**src/mmf_pkg.sv**
```systemverilog
// shared types and constants for the matrix multiply forward core
package mmf_pkg;

  localparam int ACT_W     = 2;
  localparam int IDX_W     = 6;
  localparam int IN_W      = 16;
  localparam int OUT_W     = 36;
  localparam int POS_W     = 3;
  localparam int DIM_W     = 4;
  localparam int MODE_W    = 2;
  localparam int CFG_IDX_W = 2;

  localparam logic [ACT_W-1:0] ACT_LOAD_A  = 2'd0;
  localparam logic [ACT_W-1:0] ACT_LOAD_B  = 2'd1;
  localparam logic [ACT_W-1:0] ACT_COMPUTE = 2'd2;

  localparam logic [MODE_W-1:0] MODE_MM  = 2'd0;
  localparam logic [MODE_W-1:0] MODE_MV  = 2'd1;
  localparam logic [MODE_W-1:0] MODE_DOT = 2'd2;

  localparam logic [CFG_IDX_W-1:0] REG_MODE      = 2'd0;
  localparam logic [CFG_IDX_W-1:0] REG_ROWS_A    = 2'd1;
  localparam logic [CFG_IDX_W-1:0] REG_INNER_DIM = 2'd2;
  localparam logic [CFG_IDX_W-1:0] REG_COLS_B    = 2'd3;

  localparam int IFIFO_DEPTH = 4;
  localparam int IPTR_W      = 2;
  localparam int OFIFO_DEPTH = 8;
  localparam int OPTR_W      = 3;

  typedef struct packed {
    logic [DIM_W-1:0] m;
    logic [DIM_W-1:0] n;
    logic [DIM_W-1:0] p;
  } dims_t;

  typedef struct packed {
    logic             valid;
    logic [ACT_W-1:0] op;
    logic [IDX_W-1:0] index;
  } qhead_t;

  typedef struct packed {
    logic             valid;
    logic             first;
    logic             lastk;
    logic [POS_W-1:0] row;
    logic [POS_W-1:0] col;
    logic             last;
  } tag_t;

  typedef struct packed {
    logic signed [OUT_W-1:0] value;
    logic [POS_W-1:0]        row;
    logic [POS_W-1:0]        col;
    logic                    last;
  } res_t;

endpackage

```
**src/mmf_front.sv**
```systemverilog
// front end: accepts requests, drops those with no effect, queues the rest
module mmf_front import mmf_pkg::*; #(
  parameter int MAX_DIM    = 8,
  parameter int ELEM_WIDTH = 16
) (
  input  logic                   clk,
  input  logic                   rst_n,
  input  logic                   push,
  output logic                   full,
  input  logic [ACT_W-1:0]       in_action,
  input  logic [IDX_W-1:0]       in_elem_index,
  input  logic signed [IN_W-1:0] in_elem_value,
  input  logic [MODE_W-1:0]      mode,
  output qhead_t                 q_head,
  output logic [ELEM_WIDTH-1:0]  q_value,
  input  logic                   q_pop
);

  localparam int DEPTH = MAX_DIM * MAX_DIM;

  logic [ACT_W-1:0]      op_mem  [IFIFO_DEPTH];
  logic [IDX_W-1:0]      idx_mem [IFIFO_DEPTH];
  logic [ELEM_WIDTH-1:0] val_mem [IFIFO_DEPTH];

  logic [IPTR_W-1:0] wp_r, wp_nxt, rp_r, rp_nxt;
  logic [IPTR_W:0]   cnt_r, cnt_nxt;
  logic              keep, idx_ok, wr, rd;

  assign idx_ok = ({1'b0, in_elem_index} < (IDX_W + 1)'(DEPTH));

  always_comb begin
    unique case (in_action) inside
      ACT_LOAD_A, ACT_LOAD_B: keep = idx_ok;
      ACT_COMPUTE:            keep = (mode == MODE_MM) || (mode == MODE_MV) ||
                                     (mode == MODE_DOT);
      default:                keep = 1'b0;
    endcase
  end

  assign full = (cnt_r == (IPTR_W + 1)'(IFIFO_DEPTH));
  assign wr   = push && !full && keep;
  assign rd   = q_pop && (cnt_r != '0);

  assign wp_nxt  = wr ? wp_r + 1'b1 : wp_r;
  assign rp_nxt  = rd ? rp_r + 1'b1 : rp_r;
  assign cnt_nxt = cnt_r + (IPTR_W + 1)'(wr) - (IPTR_W + 1)'(rd);

  always_ff @(posedge clk) begin
    if (!rst_n) begin
      wp_r  <= '0;
      rp_r  <= '0;
      cnt_r <= '0;
    end else begin
      wp_r  <= wp_nxt;
      rp_r  <= rp_nxt;
      cnt_r <= cnt_nxt;
    end
  end

  // narrow stores keep the low bits, wide ones sign-extend
  always_ff @(posedge clk) begin
    if (wr) begin
      op_mem[wp_r]  <= in_action;
      idx_mem[wp_r] <= in_elem_index;
      val_mem[wp_r] <= ELEM_WIDTH'(in_elem_value);
    end
  end

  assign q_head.valid = (cnt_r != '0);
  assign q_head.op    = op_mem[rp_r];
  assign q_head.index = idx_mem[rp_r];
  assign q_value      = val_mem[rp_r];

endmodule

```
**src/mmf_back.sv**
```systemverilog
// back end: operand stores, multiply-accumulate pipeline and result queue
module mmf_back import mmf_pkg::*; #(
  parameter int MAX_DIM    = 8,
  parameter int ELEM_WIDTH = 16
) (
  input  logic                    clk,
  input  logic                    rst_n,
  input  dims_t                   dims,
  input  qhead_t                  q_head,
  input  logic [ELEM_WIDTH-1:0]   q_value,
  output logic                    q_pop,
  output logic                    empty,
  input  logic                    pop,
  output logic signed [OUT_W-1:0] out_value,
  output logic [POS_W-1:0]        out_row,
  output logic [POS_W-1:0]        out_col,
  output logic                    out_last
);

  localparam int DEPTH = MAX_DIM * MAX_DIM;
  localparam int AW    = (DEPTH > 1) ? $clog2(DEPTH) : 1;
  localparam int LIN_W = 7;

  localparam logic ST_IDLE = 1'b0;
  localparam logic ST_RUN  = 1'b1;

  logic signed [ELEM_WIDTH-1:0] a_mem [DEPTH];
  logic signed [ELEM_WIDTH-1:0] b_mem [DEPTH];

  logic                         state_r, state_nxt;
  logic [POS_W-1:0]             i_r, i_nxt, j_r, j_nxt, k_r, k_nxt;
  logic                         lastk, lastj, lasti, stall, issue, take;
  logic                         wr_a, wr_b, start;
  logic [LIN_W-1:0]             a_lin, b_lin;
  logic [AW-1:0]                a_addr, b_addr;
  logic signed [ELEM_WIDTH-1:0] a_dat_r, b_dat_r;
  logic signed [2*ELEM_WIDTH-1:0] prod_r;
  logic signed [OUT_W-1:0]      prod_x, acc_r, acc_nxt;
  tag_t                         s1_r, s1_nxt, s2_r;
  logic [OPTR_W+1:0]            pending;

  res_t              ofifo [OFIFO_DEPTH];
  res_t              res;
  logic [OPTR_W-1:0] owp_r, orp_r;
  logic [OPTR_W:0]   ocnt_r;
  logic              opush, opop;

  // front queue is served only between compute runs
  assign take  = (state_r == ST_IDLE) && q_head.valid;
  assign q_pop = take;
  assign wr_a  = take && (q_head.op == ACT_LOAD_A);
  assign wr_b  = take && (q_head.op == ACT_LOAD_B);
  assign start = take && (q_head.op == ACT_COMPUTE);

  assign lastk = ({1'b0, k_r} == dims.n - DIM_W'(1));
  assign lastj = ({1'b0, j_r} == dims.p - DIM_W'(1));
  assign lasti = ({1'b0, i_r} == dims.m - DIM_W'(1));

  // a beat that closes a dot product needs a free slot in the result queue
  assign pending = (OPTR_W + 2)'(ocnt_r) + (OPTR_W + 2)'(s1_r.valid && s1_r.lastk) +
                   (OPTR_W + 2)'(s2_r.valid && s2_r.lastk);
  assign stall   = lastk && (pending >= (OPTR_W + 2)'(OFIFO_DEPTH));
  assign issue   = (state_r == ST_RUN) && !stall;

  assign a_lin  = LIN_W'(i_r) * LIN_W'(dims.n) + LIN_W'(k_r);
  assign b_lin  = LIN_W'(k_r) * LIN_W'(dims.p) + LIN_W'(j_r);
  assign a_addr = a_lin[AW-1:0];
  assign b_addr = b_lin[AW-1:0];

  always_comb begin
    state_nxt = state_r;
    i_nxt     = i_r;
    j_nxt     = j_r;
    k_nxt     = k_r;
    unique case (state_r)
      ST_IDLE: begin
        if (start) begin
          state_nxt = ST_RUN;
          i_nxt     = '0;
          j_nxt     = '0;
          k_nxt     = '0;
        end
      end
      ST_RUN: begin
        if (issue) begin
          if (!lastk) begin
            k_nxt = k_r + 1'b1;
          end else begin
            k_nxt = '0;
            if (!lastj) begin
              j_nxt = j_r + 1'b1;
            end else begin
              j_nxt = '0;
              if (!lasti) begin
                i_nxt = i_r + 1'b1;
              end else begin
                i_nxt     = '0;
                state_nxt = ST_IDLE;
              end
            end
          end
        end
      end
      default: state_nxt = ST_IDLE;
    endcase
  end

  always_comb begin
    s1_nxt.valid = issue;
    s1_nxt.first = (k_r == '0);
    s1_nxt.lastk = lastk;
    s1_nxt.row   = i_r;
    s1_nxt.col   = j_r;
    s1_nxt.last  = lastk && lastj && lasti;
  end

  always_ff @(posedge clk) begin
    if (!rst_n) begin
      state_r <= ST_IDLE;
      i_r     <= '0;
      j_r     <= '0;
      k_r     <= '0;
      s1_r    <= '0;
      s2_r    <= '0;
    end else begin
      state_r <= state_nxt;
      i_r     <= i_nxt;
      j_r     <= j_nxt;
      k_r     <= k_nxt;
      s1_r    <= s1_nxt;
      s2_r    <= s1_r;
    end
  end

  always_ff @(posedge clk) begin
    if (wr_a) a_mem[q_head.index[AW-1:0]] <= q_value;
    if (issue) a_dat_r <= a_mem[a_addr];
  end

  always_ff @(posedge clk) begin
    if (wr_b) b_mem[q_head.index[AW-1:0]] <= q_value;
    if (issue) b_dat_r <= b_mem[b_addr];
  end

  always_ff @(posedge clk) begin
    if (s1_r.valid) prod_r <= a_dat_r * b_dat_r;
  end

  // product sign-extended, or wrapped when the elements are wide
  assign prod_x  = OUT_W'(prod_r);
  assign acc_nxt = s2_r.first ? prod_x : acc_r + prod_x;

  always_ff @(posedge clk) begin
    if (s2_r.valid) acc_r <= acc_nxt;
  end

  assign opush     = s2_r.valid && s2_r.lastk;
  assign opop      = pop && (ocnt_r != '0);
  assign res.value = acc_nxt;
  assign res.row   = s2_r.row;
  assign res.col   = s2_r.col;
  assign res.last  = s2_r.last;

  always_ff @(posedge clk) begin
    if (!rst_n) begin
      owp_r  <= '0;
      orp_r  <= '0;
      ocnt_r <= '0;
    end else begin
      if (opush) owp_r <= owp_r + 1'b1;
      if (opop) orp_r <= orp_r + 1'b1;
      ocnt_r <= ocnt_r + (OPTR_W + 1)'(opush) - (OPTR_W + 1)'(opop);
    end
  end

  always_ff @(posedge clk) begin
    if (opush) ofifo[owp_r] <= res;
  end

  assign empty     = (ocnt_r == '0);
  assign out_value = ofifo[orp_r].value;
  assign out_row   = ofifo[orp_r].row;
  assign out_col   = ofifo[orp_r].col;
  assign out_last  = ofifo[orp_r].last;

endmodule

```
**src/matrix_multiply_forward_core.sv**
```systemverilog
// top level of the matrix multiply forward core: configuration registers and the two halves
// Load requests write one operand element each and pass through the front queue at one per
// cycle while no compute runs. A compute request runs a single shared multiply-accumulate
// unit that reads one A and one B element per cycle from the two operand stores while the
// result queue has room, so a run issues rows x inner x cols reads (rows x inner in vector
// mode, inner in dot mode). Each read passes the operand read registers and the product
// register before its sum is written to the result queue. Requests behind a compute wait
// in the four-entry front queue until the run has issued its last read. Results leave through
// an eight-entry queue; when it is full the run pauses. Loads to an index beyond the store,
// an unused action code, and a compute in the unused mode are dropped without any result.
module matrix_multiply_forward_core import mmf_pkg::*; #(
  parameter int MAX_DIM    = 8,
  parameter int ELEM_WIDTH = 16
) (
  input  logic                    clk,
  input  logic                    rst_n,
  input  logic                    push,
  output logic                    full,
  input  logic [ACT_W-1:0]        in_action,
  input  logic [IDX_W-1:0]        in_elem_index,
  input  logic signed [IN_W-1:0]  in_elem_value,
  output logic                    empty,
  input  logic                    pop,
  output logic signed [OUT_W-1:0] out_value,
  output logic [POS_W-1:0]        out_row,
  output logic [POS_W-1:0]        out_col,
  output logic                    out_last,
  input  logic                    cfg_valid,
  output logic                    cfg_ready,
  input  logic [CFG_IDX_W-1:0]    cfg_index,
  input  logic [DIM_W-1:0]        cfg_data
);

  localparam logic [DIM_W-1:0] MAXD = DIM_W'(MAX_DIM);

  logic [MODE_W-1:0]     mode_r;
  logic [DIM_W-1:0]      rows_a_r, inner_dim_r, cols_b_r;
  dims_t                 dims;
  qhead_t                q_head;
  logic [ELEM_WIDTH-1:0] q_value;
  logic                  q_pop;

  function automatic logic [DIM_W-1:0] clamp_dim(input logic [DIM_W-1:0] d);
    logic [DIM_W-1:0] r;
    if (d == '0) r = DIM_W'(1);
    else if (d > MAXD) r = MAXD;
    else r = d;
    return r;
  endfunction

  assign cfg_ready = 1'b1;

  always_ff @(posedge clk) begin
    if (!rst_n) begin
      mode_r      <= MODE_MM;
      rows_a_r    <= DIM_W'(1);
      inner_dim_r <= DIM_W'(1);
      cols_b_r    <= DIM_W'(1);
    end else if (cfg_valid && cfg_ready) begin
      unique case (cfg_index)
        REG_MODE:      mode_r      <= cfg_data[MODE_W-1:0];
        REG_ROWS_A:    rows_a_r    <= cfg_data;
        REG_INNER_DIM: inner_dim_r <= cfg_data;
        REG_COLS_B:    cols_b_r    <= cfg_data;
        default: ;
      endcase
    end
  end

  // vector and dot modes collapse to single-column or single-element shapes
  always_comb begin
    dims.m = (mode_r == MODE_DOT) ? DIM_W'(1) : clamp_dim(rows_a_r);
    dims.n = clamp_dim(inner_dim_r);
    dims.p = (mode_r == MODE_MM) ? clamp_dim(cols_b_r) : DIM_W'(1);
  end

  mmf_front #(
    .MAX_DIM    (MAX_DIM),
    .ELEM_WIDTH (ELEM_WIDTH)
  ) u_front (
    .clk           (clk),
    .rst_n         (rst_n),
    .push          (push),
    .full          (full),
    .in_action     (in_action),
    .in_elem_index (in_elem_index),
    .in_elem_value (in_elem_value),
    .mode          (mode_r),
    .q_head        (q_head),
    .q_value       (q_value),
    .q_pop         (q_pop)
  );

  mmf_back #(
    .MAX_DIM    (MAX_DIM),
    .ELEM_WIDTH (ELEM_WIDTH)
  ) u_back (
    .clk       (clk),
    .rst_n     (rst_n),
    .dims      (dims),
    .q_head    (q_head),
    .q_value   (q_value),
    .q_pop     (q_pop),
    .empty     (empty),
    .pop       (pop),
    .out_value (out_value),
    .out_row   (out_row),
    .out_col   (out_col),
    .out_last  (out_last)
  );

endmodule

```
**config.mk**
```make
export PLATFORM = sky130hd
export DESIGN_NAME = matrix_multiply_forward_core
export DESIGN_NICKNAME = d
export VERILOG_FILES = /design/src/mmf_pkg.sv /design/src/mmf_front.sv /design/src/mmf_back.sv /design/src/matrix_multiply_forward_core.sv
export SDC_FILE = /design/constraint.sdc
export NUM_CORES = 2
export LEC_CHECK = 0
export BUFFER_PORTS_ARGS = -buffer_cell sky130_fd_sc_hd__buf_2
export CAP_MARGIN = 30
export CORE_ASPECT_RATIO = 0.75
export CORE_UTILIZATION = 28
export DETAILED_ROUTE_END_ITERATION = 7
export PLACE_DENSITY = 0.51
export SETUP_SLACK_MARGIN = 0.02
export SLEW_MARGIN = 5
export SYNTH_ARGS = -nofsm -noshare
export SYNTH_HDL_FRONTEND = slang
export SYNTH_SLANG_ARGS = --single-unit
```
**constraint.sdc**
```tcl
create_clock -name clk -period 8.6 [get_ports clk]
set_input_delay 0.43 -clock clk [delete_from_list [all_inputs] [get_ports clk]]
set_output_delay 0.43 -clock clk [all_outputs]
set_load 0.02 [all_outputs]
```
==> results by group <==
Timing
  • Clock period minus worst slack: around 6.8 ns
  • Final TNS setup: 0 ns
  • Unrepaired setup endpoints after global routing: no
  • Final setup vio count: 0
  • Max-Slew Margin vs Limit: 0.259
  • Count of final hold-check violations: 0
  • Slew @ Worst Pin: 1.10 ns
  • Max-slew violation count: 0
  • Fin crit share: 0.796
  • Max Clk Rate: between 0.1 and 0.15 GHz
  • Layout Skew: approximately 0.10 ns

Route
  • DR WL/cell: 24.2 um
  • Starting DRC count in detailed routing: 5821
  • Post-route ant nets: 0
  • Final WL: 283000 um
  • Drc violations: 0
  • Routed via count: 55000
  • Drt first pass iters: 7
  • Via density: roughly 4.7

Clock network
  • Clock Sinks: approximately 2700
  • Clk slew on worst S/H paths: 0.07 ns
  • Hold-fix buffers, CTS: 33
  • Post-cts sizing count: 0
  • CTS buffer count: between 200 and 250
  • TritonCTS clock tree: built
  • CTS HTree Levels: 4
  • Setup repair bufs after CTS: 0
  • Root Driver: clkbuf_16
  • Clock Latency Late Sink: 0.93 ns
  • Clk buf depth: 4

Finish
  • Fillcell total: ~39000
  • # nets final: 6555
  • Syn-to-layout area delta: 14.4%
  • Multi-input gate area: approximately 32000 um2
  • Layout cell share with drive strength beyond 1: 0.245
  • FF/Latch Area: slightly below 80000 um2
  • Non-Filler Instances: 11700

Floorplan
  • Initial Utilization: 0.281
  • Number of top-level pins: 81
  • Core Region: a little over 400000 um2
  • Chip Height: around 550 um
  • Chip width: ~740 um
  • DIE AREA: between 400000 and 500000 um2
  • Rows: slightly above 200

GRT
  • Antenna violations before repair: 12
  • Largest net degree at the start of global routing: between 90 and 100
  • First-pass GRT wire length: between 400000 and 500000 um
  • Gr ovfl total: 0
  • Global Route Usage Sum: 0.136
  • Vias in the first global route: 57100

Logic synthesis
  • Post-Synth XOR/XNOR Area: 0.00693
  • Cell count after synthesis: between 5000 and 6000
  • Synth unique cells: 72
  • Cell area after synthesis: 113000 um2
  • Synth Warn #: 0
  • Ranking of synthesized cells by area: edfxtp_1 69%, mux4_2 15%, fa_1 4.8%
  • Post-synthesis mux area share: 0.158
  • Post-synthesis adder-cell area fraction: 0.0660
  • Synth area leader: edfxtp_1
  • Number of synthesized register bits: about 2700
  • Synth Area in Compound Gates: 0.0177
  • Main combinational cell family by area after synthesis: multiplexers
  • Average size of a mapped cell: between 15 and 20 um2
  • Mapped Nets: roughly 6200
  • Post-synth EDFFs: roughly 2600
  • Ys flop type: edfxtp_1
  • Area share of and/or/nand/nor cells after synthesis: 0.0328
  • Ys async rst share: 0
  • Sequential area share after synthesis: 0.697
  • Yosys top cell area share: 0.685

Worst hold path
  • Worst Hold Path Cells: 4
  • Hold crit path type: in -> reg
  • Min-delay src: cfg_valid
  • Worst hold endpoint: mode_r[0]$_SDFFE_PN0P_

Worst setup path
  • R2R Path Start: u_back.b_dat_r[2]$_DFFE_PP_
  • CP max FO: 16
  • Data required, critical path: slightly above 9 ns
  • CP Buf/Inv Count: 3
  • CP endpoint kind: register
  • Slowest CP cell: fa_1
  • Cell mode on critical path: fa_1
  • Worst r2r dst: u_back.prod_r[30]$_DFFE_PP_
  • Reg2Reg Depth: 19
  • Critical path launch point type: register
  • Crit Path Category: reg -> reg
  • R2R setup slack: 1.76 ns
  • Top Family by Delay on Critical Path: adder cells
  • Worst Path Arrival: between 7 and 8 ns
  • Crit-path cells: nand2_1 -> fa_1 -> inv_1 -> fa_1 -> fa_1 -> fa_1 -> fa_1 -> inv_1 -> fa_1 -> inv_1 -> ha_1 -> nand2_1 -> nor2_1 -> nand2_1 -> or3_1 -> o211ai_1 -> a31oi_1 -> o21ai_0 -> xor2_1
  • CP peak stage delay: between 0.7 and 0.8 ns

Placement
  • Post-Place Cells: 11200
  • Final HPWL DP: roughly 170000 um
  • GP Congestion: about 0.80
  • PortBufs: 79

Flow run
  • Max cap viols: 0

Run status
  • Status: finished clean
[Yosys cell counts (all sizes together), types with 7 or more instances]
library cell / instances
and2: 156
o21a: 12
and3: 15
o21ai: 61
clkbuf: 159
nand4: 8
nand3: 23
a211oi: 46
a21oi: 105
nor3: 25
mux2: 47
edfxtp: 2588
nand2b: 25
nor2: 235
buf: 91
o31ai: 9
xor2: 35
dfxtp: 66
nand3b: 7
nand2: 204
fa: 274
a21o: 26
o211ai: 7
mux4: 750
mux2i: 49
inv: 351
nor2b: 47
or3: 8
ha: 160
xnor2: 53
o21bai: 8
nor3b: 7
[state kept, by name (all words and copies together) (netlist names), 7 cells and up, named ones only]
register	count
u_back.b_mem	1024
u_back.a_dat_r	16
u_back.acc_r	36
u_back.prod_r	32
u_front.idx_mem	24
u_back.b_dat_r	16
u_back.ofifo	344
u_front.op_mem	8
u_back.a_mem	1024
u_front.val_mem	64
u_back.res	7
u_back.s1_r	10
[logic make-up after synthesis]
group                      Yosys count
buffers and inverters              602
other                                1
and+or+nand+nor                    770
adders and majority gates          434
xor gates and xnor gates            88
muxes                              846
DFF                               2654
AOI/OAI and AO/OA                  313
[stage by stage]
step	utilization	hold slack (ns)	worst slack [ns]	area, um2
after CTS	0.321	0.00764	1.83	130000
after global routing	0.322	0.0457	1.42	130000
final	0.322	0.0843	1.76	130000
after detailed placement	0.302	0.435	1.91	122000
after floorplan	-	0.412	2.53	113000
after global placement	0.301	0.453	1.93	122000
[final cells by class]
type,count,share of cell area
diodes,5,0.0000964
repair buffers,380,0.0226
multi-input cells,2452,0.248
flip-flops and latches,2654,0.609
inverters,352,0.0102
clock inverters,136,0.00839
well taps,5406,0.0521
clock buffers,298,0.0495
[cells in the final DEF, fill, tap and decap left out, types with 25 or more instances in the layout]
cell type	n
mux2i_1	49
clkinv_1	60
nand2b_1	25
buf_2	107
clkbuf_16	249
ha_1	156
nor2b_1	47
dlygate4sd3_1	33
a211oi_1	44
nor2_1	207
a21o_1	26
and2_1	156
o21ai_0	60
fa_1	272
mux2_2	47
a21oi_1	104
inv_1	351
clkinv_2	39
clkbuf_1	48
xnor2_1	49
nand2_1	204
edfxtp_1	2588
mux4_2	734
buf_4	221
xor2_1	33
dfxtp_1	59
[worst max-delay path by stage]
stage	from	end	slack [ns]	cells past startpoint
6_report	u_back.b_dat_r[2]$_DFFE_PP_	u_back.prod_r[30]$_DFFE_PP_	1.76	19
5_1_grt	u_back.b_dat_r[2]$_DFFE_PP_	u_back.prod_r[30]$_DFFE_PP_	1.42	19
4_1_cts	u_back.b_dat_r[2]$_DFFE_PP_	u_back.prod_r[30]$_DFFE_PP_	1.83	19
3_5_place_dp	u_back.b_dat_r[2]$_DFFE_PP_	u_back.prod_r[30]$_DFFE_PP_	1.91	19
3_3_place_gp	u_back.a_dat_r[7]$_DFFE_PP_	u_back.prod_r[31]$_DFFE_PP_	1.93	21
2_1_floorplan	u_back.a_dat_r[15]$_DFFE_PP_	u_back.prod_r[30]$_DFFE_PP_	2.53	20
[worst min-delay path: stages]
cell and delay [ns]:
buf_2 0.12, nor3b_1 0.18, mux2i_1 0.13, nor2_1 0.07
[layer usage]
| metal | global-route usage | wire length, um |
|---|---|---|
| met1 | 0.210 | 137000 |
| met2 | 0.201 | 123000 |
| met3 | 0.0283 | 19600 |
| met4 | 0.0223 | 3840 |
| met5 | 0 | 0 |
Power is not shown: default switching activity piles up to over one toggle a cycle in this logic, so the estimate is an artifact.
